[config.mk]
export PLATFORM = sky130hd
export DESIGN_NAME = per_key_led_decay_table_top
export DESIGN_NICKNAME = d
export VERILOG_FILES = /design/src/pkld_pkg.sv /design/src/pkld_ram.sv /design/src/pkld_decay.sv /design/src/per_key_led_decay_table_top.sv
export SDC_FILE = /design/constraint.sdc
export NUM_CORES = 2
export LEC_CHECK = 0
export BUFFER_PORTS_ARGS = -buffer_cell sky130_fd_sc_hd__buf_2
export CORE_ASPECT_RATIO = 1.75
export CORE_MARGIN = 1.5
export CORE_UTILIZATION = 60
export DETAILED_ROUTE_END_ITERATION = 16
export GPL_TIMING_DRIVEN = 0
export MAX_ROUTING_LAYER = met4
export PLACE_DENSITY_LB_ADDON = 0.12
export SLEW_MARGIN = 20
export SYNTH_ARGS = -nofsm -noshare
export SYNTH_HDL_FRONTEND = slang
export SYNTH_SLANG_ARGS = --single-unit
[constraint.sdc]
create_clock -name clk -period 15.31 [get_ports clk]
set_clock_uncertainty 0.1 [all_clocks]
set_input_delay 2.2965 -clock clk [delete_from_list [all_inputs] [get_ports clk]]
set_output_delay 2.2965 -clock clk [all_outputs]
set_load 0.01 [all_outputs]
[src/pkld_pkg.sv]
// ----------------------------------------------------------------------------
// pkld_pkg: shared types and constants for the per-key LED decay table
// Opcodes, register indexes, reset values, item structs and the
// reciprocal used for the divide by 1000.
// ----------------------------------------------------------------------------
package pkld_pkg;

  // default number of keys
  localparam int NUM_KEYS_DEF = 88;

  // opcodes
  localparam logic [1:0] OP_NOTE_ON  = 2'd0;
  localparam logic [1:0] OP_NOTE_OFF = 2'd1;
  localparam logic [1:0] OP_TICK     = 2'd2;
  localparam logic [1:0] OP_READ     = 2'd3;

  // configuration port
  localparam int CFG_AW = 2;
  localparam int CFG_DW = 15;
  localparam logic [CFG_AW-1:0] CFG_LOWEST_PITCH   = 2'd0;
  localparam logic [CFG_AW-1:0] CFG_PEAK           = 2'd1;
  localparam logic [CFG_AW-1:0] CFG_HELD_DECAY     = 2'd2;
  localparam logic [CFG_AW-1:0] CFG_RELEASED_DECAY = 2'd3;

  // register reset values
  localparam logic [6:0]  LOWEST_PITCH_RST   = 7'd21;
  localparam logic [14:0] PEAK_RST           = 15'd32767;
  localparam logic [7:0]  HELD_DECAY_RST     = 8'd30;
  localparam logic [7:0]  RELEASED_DECAY_RST = 8'd80;

  // field widths
  localparam int BRIGHT_W = 15;
  localparam int DECAY_W  = 8;
  localparam int ELAPSED_W = 16;
  localparam int PROD1_W  = ELAPSED_W + DECAY_W;   // elapsed * decay

  // floor(x*256/1000) = floor(32x/125) = floor(x*RECIP / 2^31) for x < 2^24
  localparam int RECIP_W = 30;
  localparam logic [RECIP_W-1:0] RECIP = 30'd549755814;
  localparam int RECIP_SHIFT = 31;
  localparam int PROD2_W = PROD1_W + RECIP_W;
  localparam int DEC_W   = PROD2_W - RECIP_SHIFT;

  typedef struct packed {
    logic [1:0]           op;
    logic [6:0]           pitch;
    logic [ELAPSED_W-1:0] elapsed_ms;
  } item_t;

  typedef struct packed {
    logic [6:0]          key_index;
    logic [BRIGHT_W-1:0] brightness;
    logic                key_valid;
  } result_t;

endpackage

[src/pkld_ram.sv]
// ----------------------------------------------------------------------------
// pkld_ram: per-key store with valid bits
// One write and one read port, registered read data. An entry never
// written since reset reads as zero.
// ----------------------------------------------------------------------------
module pkld_ram #(
  parameter int W     = 8,
  parameter int DEPTH = 88,
  parameter int AW    = 7
) (
  input  logic          clk,
  input  logic          rst,
  input  logic          we,
  input  logic [AW-1:0] waddr,
  input  logic [W-1:0]  wdata,
  input  logic [AW-1:0] raddr,
  output logic [W-1:0]  rdata
);

  logic [W-1:0] mem [DEPTH];
  logic [DEPTH-1:0] vld;
  logic [W-1:0] rd_q;
  logic rd_vld;

  // array write and registered read
  always_ff @(posedge clk) begin
    if (we) begin
      mem[waddr] <= wdata;
    end
    rd_q <= mem[raddr];
  end

  // valid bits, cleared at reset
  always_ff @(posedge clk) begin
    if (rst) begin
      vld    <= '0;
      rd_vld <= 1'b0;
    end else begin
      if (we) begin
        vld[waddr] <= 1'b1;
      end
      rd_vld <= vld[raddr];
    end
  end

  assign rdata = rd_vld ? rd_q : '0;

endmodule

[src/pkld_decay.sv]
// ----------------------------------------------------------------------------
// pkld_decay: brightness decrement pipeline
// Two multiply stages then a saturating subtract; produces the write
// back for one key per cycle.
// ----------------------------------------------------------------------------
module pkld_decay #(
  parameter int AW = 7
) (
  input  logic                           clk,
  input  logic                           rst,
  input  logic                           in_vld,
  input  logic [AW-1:0]                  in_addr,
  input  logic [pkld_pkg::DECAY_W-1:0]   decay,
  input  logic [pkld_pkg::BRIGHT_W-1:0]  bright,
  input  logic [pkld_pkg::ELAPSED_W-1:0] elapsed,
  output logic                           wr_vld,
  output logic [AW-1:0]                  wr_addr,
  output logic [pkld_pkg::BRIGHT_W-1:0]  wr_bright,
  output logic                           active
);
  import pkld_pkg::*;

  logic               v1, v2;
  logic [AW-1:0]      a1, a2;
  logic [PROD1_W-1:0] x1;
  logic [PROD2_W-1:0] p2;
  logic [BRIGHT_W-1:0] b1, b2;
  logic [DEC_W-1:0]   dec;

  // stage valids
  always_ff @(posedge clk) begin
    if (rst) begin
      v1 <= 1'b0;
      v2 <= 1'b0;
    end else begin
      v1 <= in_vld;
      v2 <= v1;
    end
  end

  // stage 1: elapsed * decay; stage 2: times reciprocal of 125/32
  always_ff @(posedge clk) begin
    a1 <= in_addr;
    b1 <= bright;
    x1 <= PROD1_W'(elapsed) * PROD1_W'(decay);
    a2 <= a1;
    b2 <= b1;
    p2 <= PROD2_W'(x1) * PROD2_W'(RECIP);
  end

  // saturating subtract
  assign dec       = p2[PROD2_W-1:RECIP_SHIFT];
  assign wr_vld    = v2;
  assign wr_addr   = a2;
  assign wr_bright = (DEC_W'(b2) > dec) ? (b2 - dec[BRIGHT_W-1:0]) : '0;
  assign active    = v1 | v2;

endmodule

[src/per_key_led_decay_table_top.sv]
// ----------------------------------------------------------------------------
// per_key_led_decay_table_top: per-key LED brightness and decay table
// Note-on/off update one key, a tick decays every key, a read returns
// one key's brightness.
//
//   channel  signals                       direction  handshake
//   item     start, busy, item             in         start && !busy
//   result   done, result                  out        done, one cycle
//   config   cfg_we, cfg_addr, cfg_data    in         cfg_we
//
// Note-on and note-off write the stores at acceptance; a read's result appears
// on done the cycle after acceptance.
// A tick walks the key store one entry per cycle through the read port of
// the two memories and the decay pipeline; busy holds until the last write back.
// Reset clears the registers to defaults and the stores to zero at once.
// The receiver cannot stall; results are never held.
// ----------------------------------------------------------------------------
module per_key_led_decay_table_top #(
  parameter int NUM_KEYS = pkld_pkg::NUM_KEYS_DEF
) (
  input  logic                        clk,
  input  logic                        rst,
  input  logic                        start,
  output logic                        busy,
  input  pkld_pkg::item_t             item,
  output logic                        done,
  output pkld_pkg::result_t           result,
  input  logic                        cfg_we,
  input  logic [pkld_pkg::CFG_AW-1:0] cfg_addr,
  input  logic [pkld_pkg::CFG_DW-1:0] cfg_data
);
  import pkld_pkg::*;

  localparam int KEY_AW = (NUM_KEYS > 1) ? $clog2(NUM_KEYS) : 1;
  localparam logic ST_IDLE = 1'b0;
  localparam logic ST_TICK = 1'b1;

  // configuration registers
  logic [6:0]          lowest_pitch;
  logic [BRIGHT_W-1:0] peak_brightness;
  logic [DECAY_W-1:0]  held_decay;
  logic [DECAY_W-1:0]  released_decay;

  always_ff @(posedge clk) begin
    if (rst) begin
      lowest_pitch    <= LOWEST_PITCH_RST;
      peak_brightness <= PEAK_RST;
      held_decay      <= HELD_DECAY_RST;
      released_decay  <= RELEASED_DECAY_RST;
    end else if (cfg_we) begin
      unique case (cfg_addr)
        CFG_LOWEST_PITCH:   lowest_pitch    <= cfg_data[6:0];
        CFG_PEAK:           peak_brightness <= cfg_data[BRIGHT_W-1:0];
        CFG_HELD_DECAY:     held_decay      <= cfg_data[DECAY_W-1:0];
        CFG_RELEASED_DECAY: released_decay  <= cfg_data[DECAY_W-1:0];
        default: ;
      endcase
    end
  end

  // pitch to key mapping
  logic [6:0]        key_diff;
  logic              key_ok;
  logic [KEY_AW-1:0] key_addr;
  logic              accept;

  assign key_diff = item.pitch - lowest_pitch;
  assign key_ok   = (item.pitch >= lowest_pitch) && ({1'b0, key_diff} < 8'(NUM_KEYS));
  assign key_addr = key_diff[KEY_AW-1:0];
  assign accept   = start && !busy;

  // sequencer state
  logic              state;
  logic [KEY_AW-1:0] cnt;
  logic [ELAPSED_W-1:0] elapsed;
  logic              v0;
  logic [KEY_AW-1:0] a0;
  logic              rd_pending;
  logic              rd_ok;
  logic [6:0]        rd_key;
  logic              dec_active;

  always_ff @(posedge clk) begin
    if (rst) begin
      state      <= ST_IDLE;
      cnt        <= '0;
      v0         <= 1'b0;
      rd_pending <= 1'b0;
    end else begin
      v0         <= 1'b0;
      rd_pending <= accept && (item.op == OP_READ);
      unique case (state)
        ST_IDLE: begin
          if (accept && (item.op == OP_TICK)) begin
            state <= ST_TICK;
            cnt   <= '0;
          end
        end
        ST_TICK: begin
          v0  <= 1'b1;
          cnt <= cnt + KEY_AW'(1);
          if (cnt == KEY_AW'(NUM_KEYS - 1)) begin
            state <= ST_IDLE;
          end
        end
        default: state <= ST_IDLE;
      endcase
    end
  end

  // payload registers
  always_ff @(posedge clk) begin
    a0 <= cnt;
    if (accept) begin
      elapsed <= item.elapsed_ms;
      rd_ok   <= key_ok;
      rd_key  <= key_diff;
    end
  end

  assign busy = (state == ST_TICK) || v0 || dec_active;

  // memory ports
  logic                b_we, d_we;
  logic [KEY_AW-1:0]   b_waddr, d_waddr, raddr;
  logic [BRIGHT_W-1:0] b_wdata, b_rdata;
  logic [DECAY_W-1:0]  d_wdata, d_rdata;
  logic                wr_vld;
  logic [KEY_AW-1:0]   wr_addr;
  logic [BRIGHT_W-1:0] wr_bright;
  logic                note_on, key_release;

  assign note_on     = accept && key_ok && (item.op == OP_NOTE_ON);
  assign key_release = accept && key_ok && (item.op == OP_NOTE_OFF);
  assign raddr    = (state == ST_TICK) ? cnt : key_addr;
  assign b_we     = note_on || wr_vld;
  assign b_waddr  = wr_vld ? wr_addr : key_addr;
  assign b_wdata  = wr_vld ? wr_bright : peak_brightness;
  assign d_we     = note_on || key_release;
  assign d_waddr  = key_addr;
  assign d_wdata  = note_on ? held_decay : released_decay;

  pkld_ram #(.W(BRIGHT_W), .DEPTH(NUM_KEYS), .AW(KEY_AW)) u_bright_ram (
    .clk   (clk),
    .rst   (rst),
    .we    (b_we),
    .waddr (b_waddr),
    .wdata (b_wdata),
    .raddr (raddr),
    .rdata (b_rdata)
  );

  pkld_ram #(.W(DECAY_W), .DEPTH(NUM_KEYS), .AW(KEY_AW)) u_decay_ram (
    .clk   (clk),
    .rst   (rst),
    .we    (d_we),
    .waddr (d_waddr),
    .wdata (d_wdata),
    .raddr (raddr),
    .rdata (d_rdata)
  );

  pkld_decay #(.AW(KEY_AW)) u_decay (
    .clk       (clk),
    .rst       (rst),
    .in_vld    (v0),
    .in_addr   (a0),
    .decay     (d_rdata),
    .bright    (b_rdata),
    .elapsed   (elapsed),
    .wr_vld    (wr_vld),
    .wr_addr   (wr_addr),
    .wr_bright (wr_bright),
    .active    (dec_active)
  );

  // read result
  assign done              = rd_pending;
  assign result.key_index  = rd_ok ? rd_key : '0;
  assign result.brightness = rd_ok ? b_rdata : '0;
  assign result.key_valid  = rd_ok;

endmodule

# == Word level (Yosys, flattened, before mapping) ==
# Memories as Yosys holds them, arrays and structs flattened. A register that Yosys moved wholly into a read port is not among the register bits.
# Cells that the tools add are included.
# totals
mem_bits_rw,2024
rom_bits,0
latchBits,0
memories,2
output_inout_bits,25
reg_bits,380
input_bits,46
# op_classes
muxes,27
n_eq_ne,8
mul,2
n_bitwise,4
div_mod_pow,0
n_addsub,3
magnitude_cmp,8
reduce_logical,20
shifts,0
# memory_table
memory,depth,width,read_ports,rd_clocked_by_memory_dff,wr,line_no,source
u_bright_ram.mem,88,15,1,1,1,pkld_ram.sv:20,logic [W-1:0] mem [DEPTH];
u_decay_ram.mem,88,8,1,1,1,pkld_ram.sv:20,
# op_table
cell,n
$or 88x88->88,2
$mux 15,4
$mul 24x29->53 const B,1
$mux 7,4
$lt 7x8->1 const B,3
$mul 16x8->24,1
$gt 15x23->1,1
$mux 8,2
$sub 15x15->15,1
$bmux 1 s7,2
$demux 1 s7,2
$ge 7x1->1 const B,2
$pmux 7 s2,1
$mux 1,11
$logic_and 1x1->1,9
$eq 2x2->1 const B,4
$reduce_and 2->1,4
$add 7x1->7 const B,1
$eq 7x7->1 const B,1
$ge 7x7->1,1
$lt 7x7->1 const B,1
$sub 7x7->7,1
$eq 2x1->1 const B,2
$logic_not 2->1,2
other kinds (6),9

# == Longest topological paths before layout ==
# logic_depth
word_depth,9
ltp_mapped,24
mapped_depth_nobuf,24

# == By module ==
# Synthesis repeated with hierarchy kept, for this count alone.
# unflattened
cells_unflattened,6395
hier_area_um2,105666.3
# modules_own_cells
mod,n_inst,area_each_um2,cells_each,seq_area_each_um2
pkld_ram (u_bright_ram),1,54561.1,2645,41720.0
pkld_ram (u_decay_ram),1,30994.7,1692,23082.1
pkld_decay,1,16387.0,1663,1861.8
per_key_led_decay_table_top,1,3723.6,395,1821.7

# == Least setup slack after synthesis ==
# OpenSTA, ideal clock, no wires.
# synth_path
kind,reg-to-reg
startpoint,register u_decay.p2[32]
endpoint,memory u_bright_ram.mem[0][0] (netlist bit) (data pin)
arrival_ps,7496
period_less_slack_ps,8899
slack_ps,6411
n_path_buf,0
path_stages_with_launch,12
t_required_ps,13907
cell_sequence,dfxtp_1 inv_1 ha_1 nor2b_1 o21ai_0 a21oi_1 o31a_1 o21ai_1 a211oi_1 o31a_1 o21ai_0 o311ai_0
# synth_between
elab_chain_len,3
# synth_lines
item,line_no,source
from (decl),pkld_decay.sv:26,logic [PROD2_W-1:0] p2;
from (signal assigned),pkld_decay.sv:48,p2 <= PROD2_W'(x1) * PROD2_W'(RECIP);
$gt 15x23->1,pkld_decay.sv:55,assign wr_bright = (DEC_W'(b2) > dec) ? (b2 - dec[BRIGHT_W-1:0]) : '0;
$mux 15,pkld_decay.sv:55,
$mux 15,per_key_led_decay_table_top.sv:138,assign b_wdata = wr_vld ? wr_bright : peak_brightness;
net b_wdata[0],per_key_led_decay_table_top.sv:126,"logic [BRIGHT_W-1:0] b_wdata, b_rdata;"
to (decl),pkld_ram.sv:20,
# The timed path passes the listed nets, and every way through them passes these cells.

# == Worst setup path in the final report ==
# layout_path
startpoint,input item[16] (netlist bit)
endpoint,"register u_decay_ram.rd_q[0], read port of u_decay_ram.mem"
# layout_between
elab_chain_len,2
# layout_lines
item,line_no,source
from (decl),per_key_led_decay_table_top.sv:25,"input pkld_pkg::item_t item,"
$sub 7x7->7,per_key_led_decay_table_top.sv:67,assign key_diff = item.pitch - lowest_pitch;
net d_waddr[1],per_key_led_decay_table_top.sv:125,"logic [KEY_AW-1:0] b_waddr, d_waddr, raddr;"
$mux 7,per_key_led_decay_table_top.sv:135,assign raddr = (state == ST_TICK) ? cnt : key_addr;
to (decl),pkld_ram.sv:22,logic [W-1:0] rd_q;
# The timed path passes the listed nets, and every way through them passes these cells.
# A chain may end at the register's enable or synchronous reset.

==> impl_metrics.env <==
export IMPL_cp_arrival_ps=9000
export IMPL_synth_ff_type="edfxtp_1"
export IMPL_initial_utilization_pct=60.53
export IMPL_port_buffers=70
export IMPL_hold_ws_ps=219.7
export IMPL_grt_overflow=0
export IMPL_insertion_delay_ps=880
export IMPL_synth_area_sq_um=105900
export IMPL_final_common_cell="edfxtp_1"
export IMPL_synth_top_cell_by_area="edfxtp_1"
export IMPL_rows=203
export IMPL_ctsLongestPathBuffers=4
export IMPL_cts_tree="done"
export IMPL_drt_initial_drc_count=6927
export IMPL_ctsResizeCount=0
export IMPL_htree_levels=4
export IMPL_hpwl_microns=257300
export IMPL_required_ps=15830
export IMPL_hold_viol=0
export IMPL_endpoint_kind="flop"
export IMPL_final_antenna_net_count=0
export IMPL_cellLeakagePower_nw=40.72
export IMPL_wirelength_microns=342700
export IMPL_antenna_found_initial=29
export IMPL_netlist_instances=6527
export IMPL_place_area_sq_um=112200
export IMPL_post_place_ws_ps=6406
export IMPL_r2r_slack_ps=7320
export IMPL_reg2reg_depth=22
export IMPL_synth_top_area_share_pct=58.05
export IMPL_cts_root_buf="clkbuf_16"
export IMPL_critPathKind="primary input to flop"
export IMPL_routedWlPerCell_microns=36.41
export IMPL_drv_slew=0
export IMPL_grt_setup_unrepaired="no"
export IMPL_drv_cap=0
export IMPL_place_gp_congestion=1.044
export IMPL_synth_edf_count=2048
export IMPL_synth_cell_types=79
export IMPL_io_pins=71
export IMPL_seq_area_frac_synth_pct=64.65
export IMPL_syn_to_final_growth_pct=12.53
export IMPL_synth_seq_cells=2397
export IMPL_synthTopCellsByArea="edfxtp_1 (58%), mux4_2 (12%), dfxtp_1 (6.6%)"
export IMPL_die_x_microns=320.6
export IMPL_cts_sinks=2397
export IMPL_ir_drop_v=0.0002903
export IMPL_async_reset_ff_share_pct=0
export IMPL_grt_max_degree=74
export IMPL_vias=61940
export IMPL_dr_pass1_iters=6
export IMPL_grt_pass1_wl_microns=473100
export IMPL_synth_area_per_cell_sq_um=16.23
export IMPL_worst_r2r_endpoint="u_decay.p2[48]$_DFF_P_"
export IMPL_powerDensity_nw_per_um2=177.4
export IMPL_fillers=11700
export IMPL_startpoint="item[16]"
export IMPL_setup_violations=0
export IMPL_timing_rr_start="u_decay.x1[13]$_DFF_P_"
export IMPL_relSlewSlack_pct=9.396
export IMPL_critPathLaunchType="primary input"
export IMPL_setup_slack_ps=6833
export IMPL_status="finished, final reports clean"
export IMPL_drive_above_1_share_pct=20.10
export IMPL_period_minus_slack_ps=8477
export IMPL_cts_buffers_inserted=209
export IMPL_period_share_pct=55.37
export IMPL_cts_reportedPaths_clkPinSlew_ps=70
export IMPL_final_area_sq_um=119200
export IMPL_max_slew_worst_pin_slew_ps=1351
export IMPL_grt_usage_pct=40.10
export IMPL_vias_per_cell=6.580
export IMPL_layout_common_cells="edfxtp_1 (2048), mux4_2 (550), nand2_1 (512)"
export IMPL_ys_warn_count=0
export IMPL_dieArea_sq_um=179200
export IMPL_path_max_fanout=10
export IMPL_postCtsHoldBufs=0
export IMPL_grt_pass1_vias=63260
export IMPL_syn_num_nets=7193
export IMPL_max_freq_ghz=0.1180
export IMPL_hold_path_class="flop to flop"
export IMPL_multi_input_area_sq_um=34950
export IMPL_crit_end="u_decay_ram.rd_q[0]$_DFF_P_"
export IMPL_fin_nets=7608
export IMPL_drc_errors=0
export IMPL_seqCellArea_sq_um=68490
export IMPL_coreArea_sq_um=175000
export IMPL_die_h_microns=558.9
export IMPL_cts_setup_buffers=0
[area by class of cell]
type / instances / share of cell area (%)
inverters: 503 / 1.584
well taps: 2255 / 2.367
multi-input cells: 3278 / 29.32
repair buffers: 204 / 2.206
diodes: 50 / 0.1050
plain buffers: 349 / 1.248
clock buffers: 270 / 4.779
clock inverters: 107 / 0.9404
flip-flops and latches: 2397 / 57.45
[where the power goes]
part           switching [W]  internal (W)
combinational        0.00526       0.00311
clock                0.00237       0.00298
sequential          0.000202       0.00722
total                0.00784        0.0133
[Yosys cell counts (5+ instances only)]
cell	count
nor2_1	331
buf_2	70
xnor2_1	36
edfxtp_1	2048
and3_1	84
mux4_2	550
ha_1	333
nand4_1	9
o22ai_2	40
o21a_1	9
dfxtp_1	349
clkbuf_1	267
a211o_1	6
and2_1	148
nand3_1	60
nand2b_1	13
fa_1	287
nor2b_1	16
mux2i_1	8
inv_1	500
a21o_1	18
o21ai_0	71
o22ai_1	54
o211ai_1	11
nand3b_1	24
a211oi_1	194
nor3_1	48
or2_2	13
or3_1	15
buf_1	6
o21bai_1	5
nor4_1	5
nand2_1	514
or2_1	8
a31oi_1	116
a311oi_1	44
a22oi_1	8
a21oi_1	103
xor2_1	20
mux2_2	11
[flip-flops by register name, indices dropped and copies added (netlist names), 8 cells and up]
name,flops
u_bright_ram.mem,1320
u_decay_ram.mem,704
u_bright_ram.rd_q,15
held_decay,8
u_decay.x1,24
u_decay.b2,15
u_decay_ram.vld,88
peak_brightness,15
u_bright_ram.vld,88
elapsed,16
u_decay.b1,15
u_decay.p2,23
released_decay,8
u_decay_ram.rd_q,8
[layer usage]
layer / global-route usage (%) / up-vias / routed length [microns]
met4: 35.65 / 0 / 37640
met2: 66.07 / 3392 / 173300
met3: 6.564 / 1064 / 25130
met1: 41.49 / 31880 / 106600
li1: - / 25600 / -
met5: - / - / 0
[cell families (layout without fill, tap and decap cells)]
family          count (synthesis)  in the layout  share of synthesized area [%]
flops                        2397           2397                          64.65
simple gates                 1304           1304                          5.633
buf+inv                       852           1433                          3.133
compound gates                729            729                          4.880
fa+ha+maj                     620            620                          9.357
mux                           569            569                          11.89
xor+xnor                       56             56                         0.4630
other cells                     0             50                              0
[worst min path at each step]
stage | startpoint | endpoint | slack [ps] | cells past startpoint
2_1_floorplan | a0[0]$_DFF_P_ | u_decay.a1[0]$_DFF_P_ | 210 | 0
3_3_place_gp | u_decay.a1[6]$_DFF_P_ | u_decay.wr_addr[6]$_DFF_P_ | 210 | 0
3_5_place_dp | u_decay.b1[13]$_DFF_P_ | u_decay.b2[13]$_DFF_P_ | 210 | 0
4_1_cts | u_decay.a1[5]$_DFF_P_ | u_decay.wr_addr[5]$_DFF_P_ | 220 | 0
5_1_grt | u_decay.b1[13]$_DFF_P_ | u_decay.b2[13]$_DFF_P_ | 230 | 0
6_report | u_decay.a1[5]$_DFF_P_ | u_decay.wr_addr[5]$_DFF_P_ | 220 | 0
[stage by stage]
stage	TNS, ps	cells	utilization (%)	power, W
floorplan	0	6527	-	0.01255
global placement	-511550	8852	62.35	0.01573
detailed placement	0	8984	64.12	0.01589
CTS	0	9361	68.02	0.02118
global route	0	9409	68.11	0.02212
finish	0	9413	68.12	0.02115
[critical path, stage by stage]
cell,delay (ps)
buf_2,100
inv_1,80
ha_1,180
inv_1,60
fa_1,670
mux2_2,210
buf_2,430
buf_2,760
clkbuf_2,720
clkbuf_1,700
mux4_2,340
nand2_1,60
a311oi_1,960
a211oi_1,350
a211oi_1,1030
(Power assumes the default switching activity.)
